==> config.mk <==
export PLATFORM = sky130hd
export DESIGN_NAME = multi_channel_periodic_tick_timer_unit_flat
export DESIGN_NICKNAME = d
export VERILOG_FILES = /design/src/rtl/core/mctt_pkg.sv /design/src/rtl/core/mctt_ifs.sv /design/src/rtl/core/mctt_rem_unit.sv /design/src/rtl/core/mctt_core.sv /design/src/rtl/core/multi_channel_periodic_tick_timer_unit.sv /design/src/flat_wrapper.sv
export VERILOG_INCLUDE_DIRS = /design/src /design/src/rtl/core
export SDC_FILE = /design/constraint.sdc
export NUM_CORES = 2
export LEC_CHECK = 0
export ABC_AREA = 1
export BUFFER_PORTS_ARGS = -buffer_cell sky130_fd_sc_hd__buf_2
export CAP_MARGIN = 20
export CORE_ASPECT_RATIO = 0.5
export CORE_MARGIN = 4
export CORE_UTILIZATION = 50
export DETAILED_ROUTE_END_ITERATION = 7
export PLACE_DENSITY = 0.66
export SLEW_MARGIN = 20
export SYNTH_ARGS = -nofsm -noshare
export SYNTH_HDL_FRONTEND = slang
export SYNTH_HIERARCHICAL = 1
export SYNTH_SLANG_ARGS = --single-unit
==> constraint.sdc <==
create_clock -name clock -period 11.2 [get_ports clock]
set_input_delay 2.24 -clock clock [delete_from_list [all_inputs] [get_ports clock]]
set_output_delay 2.24 -clock clock [all_outputs]
set_load 0.02 [all_outputs]
==> src/rtl/core/multi_channel_periodic_tick_timer_unit_macros.svh <==
// Assertion macros for the multi-channel periodic tick timer.
// Used by the top level; expects signals named clock and reset in scope.
`ifndef MULTI_CHANNEL_PERIODIC_TICK_TIMER_UNIT_MACROS_SVH
`define MULTI_CHANNEL_PERIODIC_TICK_TIMER_UNIT_MACROS_SVH

// Check a property on every clock edge outside reset.
`define MCTT_ASSERT(lbl, prop, msg) \
   lbl: assert property (@(posedge clock) disable iff (reset) prop) else $error(msg);

// Check that a condition is followed by another in the next cycle.
`define MCTT_ASSERT_NEXT(lbl, pre, post, msg) \
   lbl: assert property (@(posedge clock) disable iff (reset) (pre) |=> (post)) \
      else $error(msg);

`endif

==> src/rtl/core/mctt_pkg.sv <==
// Package of the multi-channel periodic tick timer: widths, command and
// register codes, configuration and result structs. No dependencies.
`default_nettype none
package mctt_pkg;

   localparam int unsigned DEF_NUM_TIMERS = 4;
   localparam int unsigned MAX_TIMERS     = 4;
   localparam int unsigned TICK_W         = 32;
   localparam int unsigned TPS_W          = 20;
   localparam int unsigned TPMS_W         = 8;
   localparam int unsigned TREG_W         = 3;
   localparam int unsigned CSR_IDX_W      = 3;
   localparam int unsigned CSR_DATA_W     = 32;

   typedef enum logic [1:0] {
      CMD_TICK    = 2'd0,
      CMD_ENABLE  = 2'd1,
      CMD_DISABLE = 2'd2,
      CMD_NONE    = 2'd3
   } cmd_type;

   localparam logic [CSR_IDX_W-1:0] REG_INTERVAL_END  = 3'd4;
   localparam logic [CSR_IDX_W-1:0] REG_TIMERS_REG    = 3'd4;
   localparam logic [CSR_IDX_W-1:0] REG_TICKS_PER_SEC = 3'd5;
   localparam logic [CSR_IDX_W-1:0] REG_TICKS_PER_MS  = 3'd6;

   localparam logic [TPS_W-1:0]  TPS_RESET  = 20'd1000;
   localparam logic [TPMS_W-1:0] TPMS_RESET = 8'd1;

   typedef struct packed {
      logic [TREG_W-1:0] timers_registered;
      logic [TPS_W-1:0]  ticks_per_second;
      logic [TPMS_W-1:0] ticks_per_millisecond;
   } cfg_type;

   typedef struct packed {
      logic [MAX_TIMERS-1:0] fire_mask;
      logic                  command_ok;
      logic [TICK_W-1:0]     tick_count;
      logic [TICK_W-1:0]     msec_count;
   } result_type;

endpackage
`default_nettype wire

==> src/rtl/core/mctt_ifs.sv <==
// Channel interfaces of the tick timer: request, response, register write.
// Depends on mctt_pkg.
`default_nettype none
interface mctt_req_if;
   import mctt_pkg::*;
   logic            valid;
   logic            ready;
   cmd_type         cmd;
   logic [1:0]      timer_index;
   modport source (output valid, cmd, timer_index, input ready);
   modport sink   (input valid, cmd, timer_index, output ready);
endinterface

interface mctt_rsp_if;
   import mctt_pkg::*;
   logic                  valid;
   logic                  ready;
   logic [MAX_TIMERS-1:0] fire_mask;
   logic                  command_ok;
   logic [TICK_W-1:0]     tick_count;
   logic [TICK_W-1:0]     msec_count;
   modport source (output valid, fire_mask, command_ok, tick_count, msec_count, input ready);
   modport sink   (input valid, fire_mask, command_ok, tick_count, msec_count, output ready);
endinterface

interface mctt_csr_if;
   import mctt_pkg::*;
   logic                  valid;
   logic                  ready;
   logic [CSR_IDX_W-1:0]  index;
   logic [CSR_DATA_W-1:0] data;
   modport source (output valid, index, data, input ready);
   modport sink   (input valid, index, data, output ready);
endinterface
`default_nettype wire

==> src/rtl/core/mctt_rem_unit.sv <==
// Iterative restoring remainder unit: tick count modulo ticks per second,
// one quotient bit per cycle. Depends on mctt_pkg.
`default_nettype none
module mctt_rem_unit (
   input  logic                       clock,
   input  logic                       reset,
   input  logic                       start,
   input  logic [mctt_pkg::TICK_W-1:0] dividend,
   input  logic [mctt_pkg::TPS_W-1:0]  divisor,
   output logic                       done,
   output logic [mctt_pkg::TPS_W-1:0]  remainder
);
   import mctt_pkg::*;

   localparam int unsigned CW = $clog2(TICK_W + 1);

   logic [CW-1:0]     cnt_ff, cnt_in;
   logic [TICK_W-1:0] q_ff, q_in;
   logic [TPS_W:0]    r_ff, r_in;
   logic [TPS_W-1:0]  d_ff, d_in;
   logic              done_ff, done_in;
   logic [TPS_W:0]    trial;

   assign trial = {r_ff[TPS_W-1:0], q_ff[TICK_W-1]};

   always_comb begin
      cnt_in  = cnt_ff;
      q_in    = q_ff;
      r_in    = r_ff;
      d_in    = d_ff;
      done_in = 1'b0;
      if (start) begin
         cnt_in = CW'(TICK_W);
         q_in   = dividend;
         r_in   = '0;
         d_in   = divisor;
      end else if (cnt_ff != '0) begin
         r_in    = (trial >= {1'b0, d_ff}) ? trial - {1'b0, d_ff} : trial;
         q_in    = {q_ff[TICK_W-2:0], 1'b0};
         cnt_in  = cnt_ff - CW'(1);
         done_in = (cnt_ff == CW'(1));
      end
   end

   always_ff @(posedge clock) begin
      if (reset) begin
         cnt_ff  <= '0;
         done_ff <= 1'b0;
      end else begin
         cnt_ff  <= cnt_in;
         done_ff <= done_in;
      end
      q_ff <= q_in;
      r_ff <= r_in;
      d_ff <= d_in;
   end

   assign done      = done_ff;
   assign remainder = r_ff[TPS_W-1:0];

endmodule
`default_nettype wire

==> src/rtl/core/mctt_core.sv <==
// Sequencer of the tick timer: counters, due times, enables and one shared
// 32-bit adder swept over the timers. Depends on mctt_pkg and mctt_rem_unit.
`default_nettype none
module mctt_core #(
   parameter int unsigned NUM_TIMERS = mctt_pkg::DEF_NUM_TIMERS
) (
   input  logic                                     clock,
   input  logic                                     reset,
   input  logic                                     start,
   input  mctt_pkg::cmd_type                        cmd,
   input  logic [1:0]                               timer_index,
   input  mctt_pkg::cfg_type                        cfg,
   input  logic [NUM_TIMERS-1:0][mctt_pkg::TICK_W-1:0] interval,
   output logic                                     idle,
   output logic                                     res_valid,
   input  logic                                     res_take,
   output mctt_pkg::result_type                     res
);
   import mctt_pkg::*;

   localparam int unsigned TW = (NUM_TIMERS > 1) ? $clog2(NUM_TIMERS) : 1;

   typedef enum logic [3:0] {
      ST_IDLE, ST_DECODE, ST_INC, ST_CHECK, ST_ADJ, ST_REM, ST_BASE, ST_FIN, ST_DONE
   } state_type;

   state_type                         state_ff, state_in;
   cmd_type                           cmd_ff, cmd_in;
   logic [1:0]                        idx_ff, idx_in;
   logic [TICK_W-1:0]                 tick_ff, tick_in;
   logic [TICK_W-1:0]                 msec_ff, msec_in;
   logic [TPMS_W-1:0]                 sub_ff, sub_in;
   logic [NUM_TIMERS-1:0][TICK_W-1:0] due_ff, due_in;
   logic [NUM_TIMERS-1:0]             en_ff, en_in;
   logic [TW-1:0]                     t_ff, t_in;
   logic [TICK_W-1:0]                 nxt_ff, nxt_in;
   logic [TICK_W-1:0]                 acc_ff, acc_in;
   logic [MAX_TIMERS-1:0]             mask_ff, mask_in;
   logic                              ok_ff, ok_in;

   logic [TREG_W-1:0] valid_cnt;
   logic              idx_ok;
   logic [TW-1:0]     sel;
   logic [TPS_W-1:0]  tps_eff;
   logic              align;
   logic              t_last;
   logic [TICK_W-1:0] add_a, add_b, sum;
   logic              rem_start, rem_done;
   logic [TPS_W-1:0]  rem;

   assign valid_cnt = (cfg.timers_registered > TREG_W'(NUM_TIMERS)) ?
                      TREG_W'(NUM_TIMERS) : cfg.timers_registered;
   assign idx_ok    = TREG_W'(idx_ff) < valid_cnt;
   assign sel       = idx_ok ? idx_ff[TW-1:0] : '0;
   assign tps_eff   = (cfg.ticks_per_second == '0) ? TPS_W'(1) : cfg.ticks_per_second;
   assign align     = interval[sel] >= TICK_W'(tps_eff);
   assign t_last    = (t_ff == TW'(NUM_TIMERS - 1));
   assign rem_start = (state_ff == ST_DECODE) && (cmd_ff == CMD_ENABLE) && idx_ok && align;

   mctt_rem_unit u_rem (
      .clock     (clock),
      .reset     (reset),
      .start     (rem_start),
      .dividend  (tick_ff),
      .divisor   (tps_eff),
      .done      (rem_done),
      .remainder (rem)
   );

   always_comb begin
      unique case (state_ff)
         ST_INC: begin
            add_a = tick_ff;
            add_b = TICK_W'(1);
         end
         ST_CHECK: begin
            add_a = due_ff[t_ff];
            add_b = interval[t_ff];
         end
         ST_ADJ: begin
            add_a = tick_ff;
            add_b = interval[t_ff];
         end
         ST_BASE: begin
            add_a = tick_ff;
            add_b = TICK_W'(tps_eff - rem);
         end
         ST_FIN: begin
            add_a = acc_ff;
            add_b = interval[sel];
         end
         default: begin
            add_a = tick_ff;
            add_b = '0;
         end
      endcase
   end

   assign sum = add_a + add_b;

   always_comb begin
      state_in = state_ff;
      cmd_in   = cmd_ff;
      idx_in   = idx_ff;
      tick_in  = tick_ff;
      msec_in  = msec_ff;
      sub_in   = sub_ff;
      due_in   = due_ff;
      en_in    = en_ff;
      t_in     = t_ff;
      nxt_in   = nxt_ff;
      acc_in   = acc_ff;
      mask_in  = mask_ff;
      ok_in    = ok_ff;
      unique case (state_ff)
         ST_IDLE: begin
            if (start) begin
               cmd_in   = cmd;
               idx_in   = timer_index;
               state_in = ST_DECODE;
            end
         end
         ST_DECODE: begin
            mask_in  = '0;
            ok_in    = 1'b0;
            acc_in   = tick_ff;
            state_in = ST_DONE;
            unique case (cmd_ff)
               CMD_TICK: state_in = ST_INC;
               CMD_ENABLE: begin
                  if (idx_ok) state_in = align ? ST_REM : ST_FIN;
               end
               CMD_DISABLE: begin
                  if (idx_ok) begin
                     en_in[sel] = 1'b0;
                     ok_in      = 1'b1;
                  end
               end
               CMD_NONE: state_in = ST_DONE;
            endcase
         end
         ST_INC: begin
            tick_in = sum;
            if (sub_ff == cfg.ticks_per_millisecond - TPMS_W'(1)) begin
               sub_in  = '0;
               msec_in = msec_ff + TICK_W'(1);
            end else begin
               sub_in = sub_ff + TPMS_W'(1);
            end
            t_in     = '0;
            ok_in    = 1'b1;
            state_in = ST_CHECK;
         end
         ST_CHECK: begin
            if (en_ff[t_ff] && (tick_ff >= due_ff[t_ff])) begin
               nxt_in   = sum;
               mask_in  = mask_ff | (MAX_TIMERS'(1) << t_ff);
               state_in = ST_ADJ;
            end else if (t_last) begin
               state_in = ST_DONE;
            end else begin
               t_in = t_ff + TW'(1);
            end
         end
         ST_ADJ: begin
            due_in[t_ff] = (nxt_ff <= tick_ff) ? sum : nxt_ff;
            if (t_last) begin
               state_in = ST_DONE;
            end else begin
               t_in     = t_ff + TW'(1);
               state_in = ST_CHECK;
            end
         end
         ST_REM: begin
            if (rem_done) state_in = ST_BASE;
         end
         ST_BASE: begin
            acc_in   = sum;
            state_in = ST_FIN;
         end
         ST_FIN: begin
            due_in[sel] = sum;
            en_in[sel]  = 1'b1;
            ok_in       = 1'b1;
            state_in    = ST_DONE;
         end
         ST_DONE: begin
            if (res_take) state_in = ST_IDLE;
         end
         default: state_in = ST_IDLE;
      endcase
   end

   always_ff @(posedge clock) begin
      if (reset) begin
         state_ff <= ST_IDLE;
         tick_ff  <= '0;
         msec_ff  <= '0;
         sub_ff   <= '0;
         due_ff   <= '0;
         en_ff    <= '0;
      end else begin
         state_ff <= state_in;
         tick_ff  <= tick_in;
         msec_ff  <= msec_in;
         sub_ff   <= sub_in;
         due_ff   <= due_in;
         en_ff    <= en_in;
      end
      cmd_ff  <= cmd_in;
      idx_ff  <= idx_in;
      t_ff    <= t_in;
      nxt_ff  <= nxt_in;
      acc_ff  <= acc_in;
      mask_ff <= mask_in;
      ok_ff   <= ok_in;
   end

   assign idle           = (state_ff == ST_IDLE);
   assign res_valid      = (state_ff == ST_DONE);
   assign res.fire_mask  = mask_ff;
   assign res.command_ok = ok_ff;
   assign res.tick_count = tick_ff;
   assign res.msec_count = msec_ff;

endmodule
`default_nettype wire

==> src/rtl/core/multi_channel_periodic_tick_timer_unit.sv <==
// Multi-channel periodic tick timer: top level with register file, output
// register and checks. Depends on mctt_pkg, mctt_ifs, mctt_core and the macros.
//
// Channels: req_ch takes one transaction per command (tick, enable, disable,
// none), rsp_ch returns exactly one transaction per command with the fire
// mask, a command status and the tick and millisecond counts after the command.
// csr_ch writes the interval, registration and tick-rate registers; it is
// always ready and must be written only while no command is outstanding;
// the block does not enforce this. A tick steps through decode, increment and
// a check of each timer, plus an adjust step per firing timer; a disable or
// refused command goes from decode to done; an enable sets the due time in a
// final step, after the bit-per-cycle remainder unit when aligned to a second.
// One command is in flight at a time; req_ch.ready is high only when the
// sequencer is idle. A finished response sits in the output register, so the
// next request is taken while rsp_ch is stalled; that request then waits in
// the sequencer until the output register frees up.
// Reset clears counters, due times, enables and registers to their defaults.
`default_nettype none
`include "multi_channel_periodic_tick_timer_unit_macros.svh"
module multi_channel_periodic_tick_timer_unit #(
   parameter int unsigned NUM_TIMERS = mctt_pkg::DEF_NUM_TIMERS
) (
   input logic        clock,
   input logic        reset,
   mctt_req_if.sink   req_ch,
   mctt_rsp_if.source rsp_ch,
   mctt_csr_if.sink   csr_ch
);
   import mctt_pkg::*;

   localparam int unsigned TW = (NUM_TIMERS > 1) ? $clog2(NUM_TIMERS) : 1;

   logic [NUM_TIMERS-1:0][TICK_W-1:0] interval_ff;
   cfg_type                           cfg_ff;
   logic                              rsp_valid_ff, rsp_valid_in;
   result_type                        rsp_ff;
   result_type                        core_res;
   logic                              core_idle, core_valid, core_take;
   logic                              csr_we;

   assign csr_ch.ready = 1'b1;
   assign csr_we       = csr_ch.valid;

   always_ff @(posedge clock) begin
      if (reset) begin
         interval_ff <= '0;
         cfg_ff.timers_registered     <= '0;
         cfg_ff.ticks_per_second      <= TPS_RESET;
         cfg_ff.ticks_per_millisecond <= TPMS_RESET;
      end else if (csr_we) begin
         priority if (csr_ch.index < REG_INTERVAL_END) begin
            if (csr_ch.index < CSR_IDX_W'(NUM_TIMERS)) begin
               interval_ff[csr_ch.index[TW-1:0]] <= csr_ch.data;
            end
         end else if (csr_ch.index == REG_TIMERS_REG) begin
            cfg_ff.timers_registered <= csr_ch.data[TREG_W-1:0];
         end else if (csr_ch.index == REG_TICKS_PER_SEC) begin
            cfg_ff.ticks_per_second <= csr_ch.data[TPS_W-1:0];
         end else if (csr_ch.index == REG_TICKS_PER_MS) begin
            cfg_ff.ticks_per_millisecond <= csr_ch.data[TPMS_W-1:0];
         end
      end
   end

   mctt_core #(
      .NUM_TIMERS (NUM_TIMERS)
   ) u_core (
      .clock       (clock),
      .reset       (reset),
      .start       (req_ch.valid && req_ch.ready),
      .cmd         (req_ch.cmd),
      .timer_index (req_ch.timer_index),
      .cfg         (cfg_ff),
      .interval    (interval_ff),
      .idle        (core_idle),
      .res_valid   (core_valid),
      .res_take    (core_take),
      .res         (core_res)
   );

   assign req_ch.ready = core_idle;
   assign core_take    = core_valid && (!rsp_valid_ff || rsp_ch.ready);

   always_comb begin
      rsp_valid_in = rsp_valid_ff;
      if (rsp_ch.ready) rsp_valid_in = 1'b0;
      if (core_take) rsp_valid_in = 1'b1;
   end

   always_ff @(posedge clock) begin
      if (reset) begin
         rsp_valid_ff <= 1'b0;
      end else begin
         rsp_valid_ff <= rsp_valid_in;
      end
      if (core_take) rsp_ff <= core_res;
   end

   assign rsp_ch.valid      = rsp_valid_ff;
   assign rsp_ch.fire_mask  = rsp_ff.fire_mask;
   assign rsp_ch.command_ok = rsp_ff.command_ok;
   assign rsp_ch.tick_count = rsp_ff.tick_count;
   assign rsp_ch.msec_count = rsp_ff.msec_count;

   `MCTT_ASSERT_NEXT(a_busy_after_accept, req_ch.valid && req_ch.ready, !req_ch.ready, "ready while a command is in flight")
   `MCTT_ASSERT(a_mask_needs_ok, (rsp_ch.valid && !rsp_ch.command_ok) |-> (rsp_ch.fire_mask == '0), "fire mask on a refused command")
   `MCTT_ASSERT(a_mask_range, rsp_ch.valid |-> ((rsp_ch.fire_mask >> NUM_TIMERS) == '0), "fire bit beyond implemented timers")

endmodule
`default_nettype wire

==> src/flat_wrapper.sv <==
// flat-port wrapper written by rule: the top's interface ports become plain ports
module multi_channel_periodic_tick_timer_unit_flat import mctt_pkg::*;
#(
   parameter int unsigned NUM_TIMERS = mctt_pkg::DEF_NUM_TIMERS
)
  (clock, reset, req_ch_valid, req_ch_cmd, req_ch_timer_index, req_ch_ready, rsp_ch_valid, rsp_ch_fire_mask, rsp_ch_command_ok, rsp_ch_tick_count, rsp_ch_msec_count, rsp_ch_ready, csr_ch_valid, csr_ch_index, csr_ch_data, csr_ch_ready);
  mctt_req_if req_ch_i ();
  mctt_rsp_if rsp_ch_i ();
  mctt_csr_if csr_ch_i ();
  input logic clock;
  input logic reset;
  input wire logic [$bits(req_ch_i.valid)-1:0] req_ch_valid;
  input wire logic [$bits(req_ch_i.cmd)-1:0] req_ch_cmd;
  input wire logic [$bits(req_ch_i.timer_index)-1:0] req_ch_timer_index;
  output wire logic [$bits(req_ch_i.ready)-1:0] req_ch_ready;
  output wire logic [$bits(rsp_ch_i.valid)-1:0] rsp_ch_valid;
  output wire logic [$bits(rsp_ch_i.fire_mask)-1:0] rsp_ch_fire_mask;
  output wire logic [$bits(rsp_ch_i.command_ok)-1:0] rsp_ch_command_ok;
  output wire logic [$bits(rsp_ch_i.tick_count)-1:0] rsp_ch_tick_count;
  output wire logic [$bits(rsp_ch_i.msec_count)-1:0] rsp_ch_msec_count;
  input wire logic [$bits(rsp_ch_i.ready)-1:0] rsp_ch_ready;
  input wire logic [$bits(csr_ch_i.valid)-1:0] csr_ch_valid;
  input wire logic [$bits(csr_ch_i.index)-1:0] csr_ch_index;
  input wire logic [$bits(csr_ch_i.data)-1:0] csr_ch_data;
  output wire logic [$bits(csr_ch_i.ready)-1:0] csr_ch_ready;
  assign req_ch_i.valid = req_ch_valid;
  assign req_ch_i.cmd = req_ch_cmd;
  assign req_ch_i.timer_index = req_ch_timer_index;
  assign req_ch_ready = req_ch_i.ready;
  assign rsp_ch_valid = rsp_ch_i.valid;
  assign rsp_ch_fire_mask = rsp_ch_i.fire_mask;
  assign rsp_ch_command_ok = rsp_ch_i.command_ok;
  assign rsp_ch_tick_count = rsp_ch_i.tick_count;
  assign rsp_ch_msec_count = rsp_ch_i.msec_count;
  assign rsp_ch_i.ready = rsp_ch_ready;
  assign csr_ch_i.valid = csr_ch_valid;
  assign csr_ch_i.index = csr_ch_index;
  assign csr_ch_i.data = csr_ch_data;
  assign csr_ch_ready = csr_ch_i.ready;
  multi_channel_periodic_tick_timer_unit #(.NUM_TIMERS(NUM_TIMERS)) u_core (.clock(clock), .reset(reset), .req_ch(req_ch_i), .rsp_ch(rsp_ch_i), .csr_ch(csr_ch_i));
endmodule
==> impl_metrics.csv <==
group,metric,value,unit
status,status,"finished clean",
timing,setup_ws,5.18,ns
timing,finalCritPeriodShare,0.538,
critical_path,cp_top_family,"simple AND/OR/NAND/NOR gates",
grt,antenna_found_initial,0,
critical_path,cp-end-kind,"flop",
logic_synthesis,synthFlopType,"dfxtp_1",
timing,rsz0062_at_grt,"no",
floorplan,die_area,0.0734,mm²
placed_design,dp.final_hpwl,79.2,mm
critical_path,critPathLaunchType,"flop",
critical_path,required,11.43,ns
grt,grt_pass1_wl,179,mm
placed_design,place_area,0.0354,mm²
floorplan,dieHeight,194,µm
critical_path,cpPeakStageDelay,0.84,ns
grt,grt_start_max_net_pins,116,
pwr,p_leak,15.6,nW
finish,stdcell_count,5618,
clock_network,numCtsBuffers,54,
logic_synthesis,synth_edf_count,196,
grt,grt_overflow_total,0,
clock_network,ctsHoldBuffers,0,
timing,hold_ws,0.429,ns
clock_network,cts_tree,"yes",
logic_synthesis,synthArstFlopShare,0,
clock_network,htreeDepth,2,
route,remaining_drc_errors,0,
route,dr.pass1.iters,6,
logic_synthesis,yosysSeqAreaShare,0.400,
timing,hold_violations,0,
route,wirelength,117,mm
clock_network,ctsResizeCount,0,
pwr,power,6.82,mW
finish,fin_util,0.552,
critical_path,crit_buf_inv,3,
clock_network,cts_setup_buffers,0,
floorplan,die_width,379,µm
route,wire_per_inst,20.9,µm
job,maxCapViolCount,0,
critical_path,path_cells,"ha_1, o21ai_1, nand2_1, nand2_4, o21ai_1, inv_1, o22ai_1, a221oi_1, ha_1, a21oi_1, nor2_1, a211oi_1, nand2_1, nand2_1, nand2_1, nand2_1, nand2_1, nand2_1, a21oi_4, buf_4, nor2_1, inv_2",
pwr,peakVddDrop,0.122,mV
placed_design,routabilityCongestion,0.982,
route,drt.antenna.violating_nets,0,
logic_synthesis,post-synth-top-count-cell,"nand2_1",
clock_network,cts_sinks,591,
logic_synthesis,synth_area_per_cell,7.32,µm²
logic_synthesis,synth_top_area_share,0.230,
placed_design,placed_cells,5515,
critical_path,slowest_stage,"nor2_1",
route,avgViaCountPerCell,5.85,
route,route.vias.total,32874,
logic_synthesis,netlist_top_cells_area,"dfxtp_1 (23%), edfxtp_1 (17%), nand2_1 (12%)",
clock_network,cts_buffer_depth,3,
pwr,powerDensity,183,mW/mm²
timing,fmax,166,MHz
logic_synthesis,ys_top_cells_by_count,"nand2_1 (1109), inv_1 (552), nor2_1 (474)",
timing,final_max_slew_viol_count,0,
timing,worst_pin_slew,1.17,ns
timing,setup_viol,0,
critical_path,critPathKind,"flop to flop",
finish,syn2layout_area_growth,8.22,%
finish,fin_area,0.0373,mm²
timing,maxSlewHeadroom,0.217,
clock_network,path_clk_slew,0.07,ns
finish,drive_gt1_frac,0.0877,
finish,multiInputGateArea,0.0174,mm²
critical_path,cpMostUsedCell,"nand2_1",
placed_design,numPortBuffers,114,
timing,fin_tns_setup,0,ns
critical_path,arrival,6.25,ns
grt,grt_pass1_vias,30306,
logic_synthesis,synth.largest_area_cell,"dfxtp_1",
floorplan,start_util,0.510,
finish,fillCellCount,6504,
logic_synthesis,synth_area,0.0344,mm²
floorplan,io_pins,116,
logic_synthesis,yosysWarnings,6,
logic_synthesis,synth.distinct_cells,62,
timing,period_needed,6.02,ns
critical_path,cp_max_fo,56,
clock_network,clk-insertion-delay-late,0.65,ns
finish,final_nets,4885,
grt,grtUsageTotal,0.309,
finish,regArea,0.0138,mm²
route,drt-initial-drc-count,3995,
hold_path,hp-class,"flop to flop",
timing,fin_skew,0.0283,ns
placed_design,pre_cts_ws,5.03,ns
floorplan,core,0.0676,mm²
clock_network,clockRootBuffer,"clkbuf_16",
floorplan,rows,67,
logic_synthesis,syn_inst,4708,
logic_synthesis,synth.net_count,4918,
logic_synthesis,synth-seq-cells,591,
==> flip-flops by register name (all words and copies together) (netlist names), 6 cells and up, named ones only <==
signal                      cells
u_core/interval_ff            128
u_core/u_core/due_ff          128
u_core/rsp_ch.msec_count       32
u_core/rsp_ch.tick_count       32
u_core/u_core/acc_ff           32
u_core/u_core/msec_ff          32
u_core/u_core/nxt_ff           32
u_core/u_core/tick_ff          32
u_core/u_core/u_rem/q_ff       32
u_core/cfg_ff                  31
u_core/u_core/u_rem/d_ff       20
u_core/u_core/u_rem/r_ff       20
u_core/u_core/sub_ff            8
u_core/u_core/u_rem/cnt_ff      6
==> cells by family (layout without fill, tap and decap cells) <==
kind of cell               after synthesis  in the layout  synth area share
and+or+nand+nor                       2203           2203             0.274
AOI/OAI and AO/OA                      847            847             0.146
xor gates and xnor gates                74             74            0.0205
DFF                                    591            591             0.400
buffers and inverters                  826            838            0.0980
other                                    1              2          0.000109
adders and majority gates              166            166            0.0610
==> layout by cell type (no fill, tap or decap), types with 49 or more instances in the layout <==
cell type	count
clkbuf_16	59
a21oi_1	238
ha_1	163
edfxtp_1	196
nor2_1	462
inv_1	548
o21ai_0	252
nand2_1	1109
buf_2	113
a31oi_1	104
nand3_1	404
a221oi_1	49
dfxtp_1	395
o221ai_1	49
==> final cells by class <==
| type | instances | share of cell area |
|---|---|---|
| clock buffers | 76 | 0.0440 |
| diodes | 1 | 0.0000671 |
| flip-flops and latches | 591 | 0.370 |
| multi-input cells | 3291 | 0.466 |
| clock inverters | 25 | 0.00655 |
| inverters | 580 | 0.0585 |
| well taps | 897 | 0.0301 |
| repair buffers | 157 | 0.0247 |
==> worst paths after layout <==
check | from | end | slack, ns | cells after the start
worst max-delay path | u_core/u_core/idx_ff[1]$_DFFE_PP_ | u_core/u_core/u_rem/q_ff[8]$_DFFE_PP_ | 5.18 | 22
worst min-delay path | u_core/u_core/ok_ff$_DFFE_PP_ | u_core/rsp_ch.command_ok$_DFFE_PP_ | 0.43 | 0
worst max register to register | u_core/u_core/idx_ff[1]$_DFFE_PP_ | u_core/u_core/u_rem/q_ff[8]$_DFFE_PP_ | 5.18 | 22
worst min register to register | u_core/u_core/ok_ff$_DFFE_PP_ | u_core/rsp_ch.command_ok$_DFFE_PP_ | 0.43 | 0
==> where the power goes <==
| group | switching, mW | internal, mW |
|---|---|---|
| combinational | 1.46 | 0.656 |
| clock | 0.900 | 1.12 |
| sequential | 0.163 | 2.52 |
| total | 2.52 | 4.30 |
==> routing by layer <==
metal / routed length [µm] / global-route usage / part of all wire / vias to the layer above
li1: - / - / - / 15585
met1: 51200 / 0.432 / 0.44 / 15381
met2: 50500 / 0.476 / 0.43 / 1647
met3: 11700 / 0.0658 / 0.10 / 261
met4: 3770 / 0.101 / 0.032 / 0
met5: 0 / 0 / 0 / -
Note: power is estimated with default switching activity, not from simulation.
